[src/sv/wncd_pkg.sv]
// Package for weighted_nested_chain_dp: sizes, cell data types, state encoding, saturating add.
// No dependencies; imported by wncd_cell, weighted_nested_chain_dp and both verif files.
`default_nettype none
package wncd_pkg;

   localparam int MAX_RECTS = 32;
   localparam int IDX_W     = $clog2(MAX_RECTS);
   localparam int CNT_W     = $clog2(MAX_RECTS + 1);
   localparam int SUM_W     = 40;
   localparam int SIDE_W    = 32;
   localparam int WGT_W     = 32;

   typedef struct packed {
      logic [SIDE_W-1:0]       len;
      logic [SIDE_W-1:0]       wid;
      logic signed [WGT_W-1:0] weight;
      logic [IDX_W-1:0]        idx;
      logic                    flip;
      logic                    elig;
   } rect_type;

   typedef struct packed {
      logic     valid;
      rect_type rect;
   } sort_type;

   typedef struct packed {
      logic                    valid;
      logic [IDX_W-1:0]        pos;
      logic [SIDE_W-1:0]       len;
      logic [SIDE_W-1:0]       wid;
      logic                    elig;
      logic signed [SUM_W-1:0] best;
      logic                    run_have;
      logic signed [SUM_W-1:0] run_best;
      logic [IDX_W-1:0]        run_end;
   } token_type;

   typedef struct packed {
      logic clear;
      logic init;
      logic start;
   } cell_cmd_type;

   typedef enum logic [2:0] {
      ST_LOAD,
      ST_DRAIN,
      ST_INIT,
      ST_START,
      ST_DP,
      ST_TRACE,
      ST_EMIT
   } state_type;

   function automatic logic signed [SUM_W-1:0] sat_add(
      input logic signed [SUM_W-1:0] a,
      input logic signed [WGT_W-1:0] b
   );
      logic signed [SUM_W:0] s;
      logic signed [SUM_W-1:0] r;
      s = {a[SUM_W-1], a} + {{(SUM_W + 1 - WGT_W){b[WGT_W-1]}}, b};
      if (s[SUM_W] != s[SUM_W-1]) begin
         r = s[SUM_W] ? {1'b1, {(SUM_W-1){1'b0}}} : {1'b0, {(SUM_W-1){1'b1}}};
      end else begin
         r = s[SUM_W-1:0];
      end
      return r;
   endfunction

endpackage
`default_nettype wire

[src/sv/wncd_cell.sv]
// One cell of the rectangle chain: sorting slot, DP entry and token stage.
// Depends on wncd_pkg.
`default_nettype none
module wncd_cell (
   input  wire logic                      clock,
   input  wire logic                      reset,
   input  wire wncd_pkg::cell_cmd_type    cmd,
   input  wire logic [wncd_pkg::IDX_W-1:0] my_pos,
   input  wire wncd_pkg::sort_type        sort_in,
   output wncd_pkg::sort_type             sort_out,
   input  wire wncd_pkg::token_type       tok_in,
   output wncd_pkg::token_type            tok_out,
   output logic [wncd_pkg::CNT_W-1:0]     pred,
   output logic [wncd_pkg::IDX_W-1:0]     orig_idx,
   output logic                           flipped
);
   import wncd_pkg::*;

   logic                    occ_ff, occ_in;
   rect_type                item_ff, item_in;
   logic signed [SUM_W-1:0] best_ff, best_in;
   logic [CNT_W-1:0]        pred_ff, pred_in;
   logic                    run_have_ff, run_have_in;
   logic signed [SUM_W-1:0] run_best_ff, run_best_in;
   logic [IDX_W-1:0]        run_end_ff, run_end_in;
   logic                    go_ff, go_in;
   sort_type                sort_out_ff, sort_out_in;
   token_type               tok_out_ff, tok_out_in;
   logic                    elig;
   logic                    hit;
   logic signed [SUM_W-1:0] cand;

   always_comb begin
      occ_in      = occ_ff;
      item_in     = item_ff;
      best_in     = best_ff;
      pred_in     = pred_ff;
      run_have_in = run_have_ff;
      run_best_in = run_best_ff;
      run_end_in  = run_end_ff;
      sort_out_in = '0;
      elig        = occ_ff & item_ff.elig;
      cand        = sat_add(tok_in.best, item_ff.weight);
      hit         = tok_in.valid &&
                    (({1'b0, tok_in.pos} + CNT_W'(1)) == {1'b0, my_pos});
      go_in       = hit | cmd.start;

      // insertion sort: keep the smaller key, pass the other on
      if (sort_in.valid) begin
         if (!occ_ff) begin
            occ_in  = 1'b1;
            item_in = sort_in.rect;
         end else if ({sort_in.rect.len, sort_in.rect.idx} < {item_ff.len, item_ff.idx}) begin
            item_in          = sort_in.rect;
            sort_out_in.valid = 1'b1;
            sort_out_in.rect  = item_ff;
         end else begin
            sort_out_in = sort_in;
         end
      end

      if (tok_in.valid && elig && tok_in.elig && (tok_in.len < item_ff.len) &&
          (tok_in.wid < item_ff.wid) && (cand > best_ff)) begin
         best_in = cand;
         pred_in = {1'b0, tok_in.pos} + CNT_W'(1);
      end
      if (hit) begin
         run_have_in = tok_in.run_have;
         run_best_in = tok_in.run_best;
         run_end_in  = tok_in.run_end;
      end

      if (go_ff) begin
         tok_out_in.valid    = 1'b1;
         tok_out_in.pos      = my_pos;
         tok_out_in.len      = item_ff.len;
         tok_out_in.wid      = item_ff.wid;
         tok_out_in.elig     = elig;
         tok_out_in.best     = best_ff;
         if (elig && (!run_have_ff || (run_best_ff < best_ff))) begin
            tok_out_in.run_have = 1'b1;
            tok_out_in.run_best = best_ff;
            tok_out_in.run_end  = my_pos;
         end else begin
            tok_out_in.run_have = run_have_ff;
            tok_out_in.run_best = run_best_ff;
            tok_out_in.run_end  = run_end_ff;
         end
      end else begin
         tok_out_in = tok_in;
      end

      if (cmd.init) begin
         best_in     = elig ? {{(SUM_W-WGT_W){item_ff.weight[WGT_W-1]}}, item_ff.weight}
                            : '0;
         pred_in     = '0;
         run_have_in = 1'b0;
         go_in       = 1'b0;
         tok_out_in  = '0;
      end
      if (cmd.clear) begin
         occ_in      = 1'b0;
         sort_out_in = '0;
      end
   end

   always_ff @(posedge clock) begin
      if (reset) begin
         occ_ff      <= 1'b0;
         go_ff       <= 1'b0;
         run_have_ff <= 1'b0;
         sort_out_ff <= '0;
         tok_out_ff  <= '0;
      end else begin
         occ_ff      <= occ_in;
         go_ff       <= go_in;
         run_have_ff <= run_have_in;
         sort_out_ff <= sort_out_in;
         tok_out_ff  <= tok_out_in;
      end
   end

   always_ff @(posedge clock) begin
      item_ff     <= item_in;
      best_ff     <= best_in;
      pred_ff     <= pred_in;
      run_best_ff <= run_best_in;
      run_end_ff  <= run_end_in;
   end

   assign sort_out = sort_out_ff;
   assign tok_out  = tok_out_ff;
   assign pred     = pred_ff;
   assign orig_idx = item_ff.idx;
   assign flipped  = item_ff.flip;

endmodule
`default_nettype wire

[config.mk]
export PLATFORM = sky130hd
export DESIGN_NAME = wncd_cell
export DESIGN_NICKNAME = d
export VERILOG_FILES = /design/src/sv/wncd_pkg.sv /design/src/sv/wncd_cell.sv
export SDC_FILE = /design/constraint.sdc
export NUM_CORES = 1
export LEC_CHECK = 0
export BUFFER_PORTS_ARGS = -buffer_cell sky130_fd_sc_hd__buf_4
export CORE_MARGIN = 2
export CORE_UTILIZATION = 42
export CTS_BUF_LIST = sky130_fd_sc_hd__clkbuf_4 sky130_fd_sc_hd__clkbuf_8 sky130_fd_sc_hd__clkbuf_16
export CTS_CLUSTER_SIZE = 12
export DETAILED_ROUTE_END_ITERATION = 10
export SETUP_SLACK_MARGIN = 0.02
export SLEW_MARGIN = 20
export SYNTH_ARGS = -nofsm -noshare
export SYNTH_HDL_FRONTEND = slang
export SYNTH_SLANG_ARGS = --single-unit
export TNS_END_PERCENT = 10
[constraint.sdc]
create_clock -name clock -period 10.1 [get_ports clock]
set_input_delay 2.02 -clock clock [delete_from_list [all_inputs] [get_ports clock]]
set_output_delay 2.02 -clock clock [all_outputs]
set_load 0.005 [all_outputs]
# Word level (Yosys, flattened, before mapping)
# Index checks and enable logic that the tools add are counted.
word_totals:
  register_bits: 458
  wordCells: 67
  output_inout_bits: 273
  inputBits: 271
op_classes:
  eq_ne: 3
  order_cmp: 5
  bitwise_logic: 4
  n_mux: 10
  add_sub_neg: 2
  n_reduce_logical: 14
op_table:
  columns: ["cell", "n"]
  rows:
  - ["$mux W103", 3]
  - ["$mux W40", 5]
  - ["$mux W157", 1]
  - ["$lt A32 B32 Y1", 2]
  - ["$mux W46", 1]
  - ["$add A40 B32 Y41", 1]
  - ["$gt A40 B40 Y1", 1]
  - ["$lt A40 B40 Y1", 1]
  - ["$lt A37 B37 Y1", 1]
  - ["$logic_and A1 B1 Y1", 7]
  - ["$add A5 B1 Y6 const B", 1]
  - ["$eq A6 B5 Y1", 1]
  - ["$reduce_or A2 Y1", 2]
  - ["$reduce_or A4 Y1", 1]
  - ["$ne A2 B1 Y1 const B", 1]
  - ["$not A1 Y1", 2]
  - ["$reduce_and A2 Y1", 1]
  - ["$reduce_bool A2 Y1", 1]
  - ["$and A1 B1 Y1", 1]
  - ["$logic_not A1 Y1", 1]
  - ["$logic_or A1 B1 Y1", 1]
  - ["$ne A1 B1 Y1", 1]
  - ["$or A1 B1 Y1", 1]

# Longest topological paths before layout
# Gate-level depths: netlist (run 1).
logic_depth:
  ltp_word: 8
  mapped_depth: 24
  mapped_depth_nobuf: 22

# Worst setup path before layout (run 1)
# OpenSTA, ideal clock, no wires.
synth_timing:
  path_kind: "in2reg"
  startpoint: "in tok_in[46] in the netlist's numbering"
  endpoint: "reg best_ff[0], enable pin"
  t_required_ns: 9.607
  setup_time_ns: 0.493
  path_buffers: 2
  slack_ns: 1.004
  stages: 23
  t_arrival_ns: 8.603
  path_cell_list: "ha_1 -> inv_1 -> fa_1 -> nand2b_1 -> a211oi_1 -> nor2_1 -> o221ai_2 -> a21boi_2 -> a21oi_2 -> and3b_1 -> buf_6 -> buf_2 -> nor2_1 -> nor2_1 -> ha_1 -> nand4_1 -> nor4_1 -> nand4_1 -> nor2_1 -> or4_1 -> nor4_1 -> nand2_1 -> o21ai_0"
synth_via:
  elab_chain_cells: 6
  elab_cells_between_ends: 7
  cone_classes: "1 x add/sub; 1 x order compare; 1 x eq/ne; 2 x mux; 2 x reduce/logical"
synth_lines:
  columns: ["item", "line", "rtl"]
  rows:
  - ["start: declaration", "wncd_cell.sv:11", "input wire wncd_pkg::token_type tok_in,"]
  - ["$add A40 B32 Y41 (*)", "wncd_pkg.sv:61", "s = {a[SUM_W-1], a} + {{(SUM_W + 1 - WGT_W){b[WGT_W-1]}}, b};"]
  - ["$mux W40 / $ne A1 B1 Y1 (equally long branches)", "wncd_pkg.sv:63, wncd_pkg.sv:62", null]
  - ["$mux W40 (*)", "wncd_pkg.sv:62", "if (s[SUM_W] != s[SUM_W-1]) begin"]
  - ["$gt A40 B40 Y1 (*)", "wncd_cell.sv:63", "(tok_in.wid < item_ff.wid) && (cand > best_ff)) begin"]
  - ["$logic_and A1 B1 Y1 (*)", "wncd_cell.sv:63", null]
  - ["$reduce_bool A2 Y1 (no source line) (*)", null, null]
  - ["end signal: assignment", "wncd_cell.sv:125", "best_ff <= best_in;"]
  - ["end: declaration", "wncd_cell.sv:21", "logic signed [SUM_W-1:0] best_ff, best_in;"]
# Mark *: on every way between the ends. The rest lies on a longest branch, timed or not.
# A chain may end at the register's enable or synchronous reset.

# Worst setup path after layout (run 1)
layout_timing:
  startpoint: "in tok_in[46] in the netlist's numbering"
  endpoint: "reg best_ff[32], enable pin"
# The elaborated chain is that of the path after synthesis.

==> flow_summary.ini, run 1 <==
[outcome]
run_status = finished, final reports clean

[global_routing]
grt_pass1_vias = 19847
gr-total-overflow = 0
grt_start_max_net_pins = 79
antenna_found_initial = 9
grt_pass1_wl_um = 127000
track_usage_pct = 29.2

[yosys]
synth_edf_count = 188
syn_nets = 2830
async_reset_ff_share_pct = 0
ys.flop_type = dfxtp_1
seq_area_frac_synth_pct = 47.2
synth-seq-cells = 458
netlist_instances = 2341
syn_area_um2 = 23400
synthTopCellsByArea = edfxtp_1 24%, dfxtp_1 23%, ha_1 12%, mux2i_1 6.7%, o21ai_0 4.3%
yosysTopAreaCell = edfxtp_1
synth.avg_cell_area_um2 = 10.0
synth_top_area_share_pct = 24.1
ys_types = 77
yosys_warnings = 0

[timing]
fin_crit_sh_pct = 77.4
slew_viol_final = 0
skew_ps = 30.6
final-hold-violation-count = 0
slew_headroom_pct = 24.2
max_freq_mhz = 128
fin_crit_ps = 7820
setup_ws_ps = 2280
worst_pin_slew_ps = 1130
setup_viol = 0
rsz0062_at_grt = no
whs_ps = 466
final.setup.tns_ps = 0

[setup_path]
worst_path_max_delay_cell = and3b_1
path_buf_inv = 4
crit_family = compound AO/OA/AOI/OAI gates
critPathMaxStageDelay_ps = 720
path_cells = buf_4, ha_1, inv_1, fa_1, nand2b_1, a211oi_1, nor2_1, o221ai_2, a21boi_2, a21oi_2, and3b_1, buf_4, nor2_1, nor2_1, ha_1, a21oi_1, o21ai_0, a221oi_1, a21boi_0, or4_1, a221oi_2, o21ai_4, buf_4
crit_type = in -> reg
cp_data_required_time_ps = 10380
critPathArrivalTime_ps = 8100
crit_fanout = 40
worst_setup_path_end_kind = register
crit_path_start_kind = input pin

[layout]
final_cells = 3622
drive_above_1_share_pct = 24.2
area_growth_pct = 27.2
fillers = 5096
fin_area_um2 = 29800
seqCellArea_um2 = 11100
layout.nets = 3315
multiInputGateArea_um2 = 11300

[clock_tree]
cts.clk_slew.worst_paths_ps = 60
root_buffer = clkbuf_16
clkLatencyLatePin_ps = 620
htree_levels = 2
cts_setup_buffers = 0
cts-hold-fix-buffers = 0
cts.repair.resized = 0
cts_buffers = 51
cts_buffer_depth = 3
cts.sinks = 458
cts_tree = built

[die]
die_area_um2 = 57700
rows = 86
die_y_um = 240
io_pins = 544
start_util_pct = 42.5
fp.dieW_um = 240
coreArea_um2 = 55100

[placement]
placed_cells = 3520
place_area_um2 = 28000
place.gp.congestion = 0.939
hpwl_um = 64400
io_buffers = 543
dp_slack_ps = 1760

[detailed_routing]
wire_per_inst_um = 23.8
first_pass_iters = 5
drt-initial-drc-count = 1258
final_antenna_net_count = 0
wl_um = 86300
via_count = 20067
drc_errors = 0
viasPerCell = 5.54

[power]
p_per_area_nw_per_um2 = 167
ir_drop_uv = 130
leakagePower_nw = 12.8

[run]
cap_violations = 0

[hold_path]
hold_class = reg -> reg
[per-stage QoR]
| step | util, % | power [mW] |
|---|---|---|
| finish | 54.1 | 4.96 |
| global route | 54.0 | 5.18 |
| CTS | 54.0 | 4.99 |
| detailed placement | 50.9 | 3.11 |
| global placement | 50.9 | 3.10 |
| floorplan | - | 2.70 |
[state kept, by name, summed over array words and instances, names as in the netlist, 5 cells and up]
signal       count
best_ff         40
item_ff         97
orig_idx         5
pred             6
run_best_ff     40
run_end_ff       5
sort_out       104
tok_out        157
[path summary, 6_finish.rpt]
path,from,endpoint,slack (ps),cells after the start
worst max register to register,item_ff[38],best_ff[32],3290,20
worst max-delay path,tok_in[46],best_ff[32],2280,23
worst min register to register,pred[5],pred[5],470,2
worst min-delay path,pred[5],pred[5],470,2
[final cells by class]
cell class / instances / area share [%]
Antenna cell: 7 / 0.0588
Inverter: 123 / 1.55
Multi-Input combinational cell: 1627 / 38.1
Timing Repair Buffer: 565 / 14.3
Sequential cell: 458 / 37.1
Clock buffer: 80 / 5.24
Tap cell: 748 / 3.14
Clock inverter: 14 / 0.454
[where the power goes]
group	internal (mW)	switching (mW)	total [mW]
registers	2.03	0.0654	2.09
clock network	1.09	0.786	1.88
logic	0.407	0.583	0.989
total	3.53	1.43	4.96
[worst register-to-register path, cell delays in order, from the launching register on]
cell and delay (ps):
edfxtp_1 650, ha_1 600, nand4_1 210, nor4_1 400
a21oi_1 120, o21a_1 160, a21bo_2 230, a21oi_2 220
and3b_1 720, buf_4 380, nor2_1 110, nor2_1 100
ha_1 260, a21oi_1 150, o21ai_0 90, a221oi_1 300
a21boi_0 230, or4_1 560, a221oi_2 550, o21ai_4 100
buf_4 320
[synth_stat cells, types with 3 or more instances]
| library cell | count |
|---|---|
| a211o_1 | 3 |
| a211oi_1 | 18 |
| a21boi_0 | 96 |
| a21boi_1 | 11 |
| a21o_1 | 49 |
| a21oi_1 | 139 |
| a21oi_2 | 3 |
| a221o_1 | 3 |
| a221oi_1 | 5 |
| a31oi_1 | 11 |
| and2_1 | 9 |
| and3_1 | 4 |
| and4_1 | 9 |
| buf_1 | 12 |
| buf_2 | 12 |
| buf_4 | 9 |
| buf_6 | 10 |
| clkbuf_1 | 88 |
| dfxtp_1 | 270 |
| edfxtp_1 | 188 |
| ha_1 | 217 |
| inv_1 | 123 |
| mux2i_1 | 157 |
| nand2_1 | 88 |
| nand2b_1 | 10 |
| nand3_1 | 127 |
| nand4_1 | 38 |
| nor2_1 | 227 |
| nor2b_1 | 10 |
| nor3_1 | 19 |
| nor4_1 | 10 |
| o211ai_1 | 7 |
| o21a_1 | 13 |
| o21ai_0 | 201 |
| o21ai_1 | 40 |
| o21bai_1 | 4 |
| o31ai_1 | 7 |
| or2_2 | 4 |
| or3_1 | 6 |
| or4_1 | 4 |
| xnor2_1 | 21 |
| xor2_1 | 18 |
[placed cells by master (no fill, tap or decap), types with 9 or more instances in the layout]
cell type  count
nor3_1        17
o21ai_1       39
a21boi_0      96
inv_1        123
nand3_1      127
clkinv_2       9
nand2_1       88
ha_1         217
a21oi_1      138
dfxtp_1      269
a31oi_1       11
o21a_1        12
nand2b_1      10
edfxtp_1     188
a21o_1        49
nor2b_1       10
clkbuf_4      20
nor2_1       225
clkbuf_16     52
mux2i_1      156
o21ai_0      200
buf_4        563
xor2_1        18
a211oi_1      18
nor4_1        10
and4_1         9
a21boi_1      11
nand4_1       38
xnor2_1       21
[metal layers]
metal | track usage [%] | up-vias | share of wire (%)
met3 | 6.59 | 116 | 7.1
met1 | 37.5 | 9801 | 42
met5 | 0 | - | 0.068
li1 | - | 9443 | -
met4 | 9.05 | 8 | 2.7
met2 | 48.9 | 699 | 48
[cells by family (layout without fill, tap and decap cells)]
logic type	Yosys count	count (layout)	synth area share, %
flops	458	458	47.2
buf+inv	256	782	4.73
simple gates	576	576	11.5
other cells	0	7	0
xor+xnor	39	39	1.46
fa+ha+maj	218	218	11.7
mux	158	158	6.76
compound gates	636	636	16.7
No activity file was read; power rests on OpenSTA's default activity.
==> inputs of run 2 (changes only) <==
--- a/config.mk
+++ b/config.mk
@@ -11,6 +11,7 @@
 export CTS_BUF_LIST = sky130_fd_sc_hd__clkbuf_4 sky130_fd_sc_hd__clkbuf_8 sky130_fd_sc_hd__clkbuf_16
 export CTS_CLUSTER_SIZE = 12
 export DETAILED_ROUTE_END_ITERATION = 10
+export PLACE_DENSITY = 0.67
 export SETUP_SLACK_MARGIN = 0.02
 export SLEW_MARGIN = 20
 export SYNTH_ARGS = -nofsm -noshare
==> constraint.sdc (replaced) <==
create_clock -name clock -period 6.6 [get_ports clock]
set_input_delay 1.32 -clock clock [delete_from_list [all_inputs] [get_ports clock]]
set_output_delay 1.32 -clock clock [all_outputs]
set_load 0.005 [all_outputs]
==> run 2 against run 1 <==
Net effect: die area stayed put; routed wire length shrank 3.4%; largest power group unchanged; clock-buffer cell count down 6; critical path depth is 2 higher; critical path type unchanged; sequential cell count unchanged; first-iteration DRC count is 2.9% higher.
==> flow_summary.ini, run 2 (synthesis results as in run 1) <==
[power]
finalPower_mw = 7.63
p_seq_share_pct = 41.9
swShare_pct = 28.7
ir_drop_uv = 243
p_per_area_nw_per_um2 = 253
leakagePower_nw = 13.0
clkPwrFrac_pct = 37.8
p_switching_mw = 2.19
intPower_mw = 5.44
power_frac_comb_pct = 20.3

[layout]
fillers = 4936
area_growth_pct = 28.7
seqCellArea_um2 = 11100
n_antenna_cell = 0
largest_reg_flops = 157
final_cells = 3652
final_common_cell = buf_4
multiInputGateArea_um2 = 11300
mostFrequentLayoutCells = 596 x buf_4, 269 x dfxtp_1, 225 x nor2_1, 217 x ha_1, 200 x o21ai_0
layout.nets = 3354
drive_above_1_share_pct = 25.1

[detailed_routing]
wl_um = 83300
viasPerCell = 5.55
wire_per_inst_um = 22.8
first_pass_iters = 7
drt-initial-drc-count = 1295
drc_errors = 0
final_antenna_net_count = 0
via_count = 20283

[clock_tree]
cts.sinks = 458
htree_levels = 2
cts_buffer_depth = 3
cts_setup_buffers = 0
cts_buffers = 50
cts_tree = built
cts.clk_slew.worst_paths_ps = 60
cts-hold-fix-buffers = 0
clkLatencyLatePin_ps = 620
root_buffer = clkbuf_16
cts.repair.resized = 0

[timing]
whs_ps = 477
slew_headroom_pct = 31.4
skew_ps = 49.1
setup_ws_ps = 446
slew_viol_final = 0
final-hold-violation-count = 0
rsz0062_at_grt = no
setup_viol = 0
max_freq_mhz = 163
fin_crit_sh_pct = 93.2
final.setup.tns_ps = 0
fin_crit_ps = 6150
worst_pin_slew_ps = 1030

[outcome]
run_status = finished, final reports clean

[setup_path]
critPathMaxStageDelay_ps = 620
crit_family = compound AO/OA/AOI/OAI gates
path_buf_inv = 4
crit_type = in -> reg
crit_path_start_kind = input pin
critPathArrivalTime_ps = 6670
worst_setup_path_end_kind = register
crit_fanout = 5
r2r_start = item_ff[38]
worst_path_max_delay_cell = or4_1
cp-startpoint = tok_in[46]
cp_data_required_time_ps = 7120

[die]
die_area_um2 = 57700
fp.dieW_um = 240
io_pins = 544
start_util_pct = 42.5
coreArea_um2 = 55100
rows = 86
die_y_um = 240

[global_routing]
antenna_found_initial = 4
track_usage_pct = 28.1
grt_pass1_vias = 20518
grt_start_max_net_pins = 82
grt_pass1_wl_um = 124000
gr-total-overflow = 0

[placement]
dp_slack_ps = -109
hpwl_um = 63100
io_buffers = 543
place.gp.congestion = 0.956
placed_cells = 3559

[run]
cap_violations = 0

[hold_path]
hold_class = reg -> reg
min_from = pred[5]
==> run 2: cell count changes in the layout (fill, tap and decap cells not counted), sizes merged <==
cell / delta
clkbuf: -6
diode: -7
clkinv: -1
clkinvlp: +1
inv: +2
buf: +40
bufinv: +1
==> run 2: metrics by stage <==
stage | area [µm²] | utilization (%)
floorplan | 23400 | -
global placement | 28400 | 51.6
detailed placement | 28400 | 51.6
CTS | 30100 | 54.6
global route | 30100 | 54.7
finish | 30100 | 54.7
==> run 2: worst min-delay path, delay by kind of cell, from the launching register on <==
| kind | cells | cell delay, ps |
|---|---|---|
| AND/OR/NAND/NOR | 1 | 60 |
| AO/OA/AOI/OAI | 1 | 60 |
| flip-flops | 1 | 310 |
==> run 2: worst paths after layout <==
kind,slack [ps],cells past startpoint,endpoint
hold / removal,480,2,pred[5]
setup reg to reg,590,22,pred[3]
setup / recovery,450,25,pred[3]
hold reg to reg,480,2,pred[5]
==> run 2: power groups by stage <==
| stage | logic, mW | clock network [mW] | registers [mW] |
|---|---|---|---|
| floorplan | 0.913 | 0 | 3.22 |
| global placement | 1.50 | 0 | 3.26 |
| detailed placement | 1.53 | 0 | 3.26 |
| CTS | 1.54 | 2.91 | 3.20 |
| global route | 1.71 | 3.03 | 3.21 |
| finish | 1.55 | 2.89 | 3.20 |
==> run 2: per-layer routing <==
metal | track usage [%] | wire length (µm) | part of all wire [%] | up-vias
li1 | - | - | - | 9511
met1 | 34.6 | 33400 | 40 | 9817
met2 | 48.7 | 40700 | 49 | 794
met3 | 6.57 | 6730 | 8.1 | 153
met4 | 8.55 | 2500 | 3.0 | 8
met5 | 0 | 57 | 0.068 | -
==> run 2: final cells by class <==
class                   count  share of cell area (%)
repair buffers            605                    15.4
well taps                 748                    3.11
flip-flops and latches    458                    36.7
inverters                 123                    1.53
multi-input cells        1627                    37.7
clock buffers              74                    5.05
clock inverters            17                   0.531
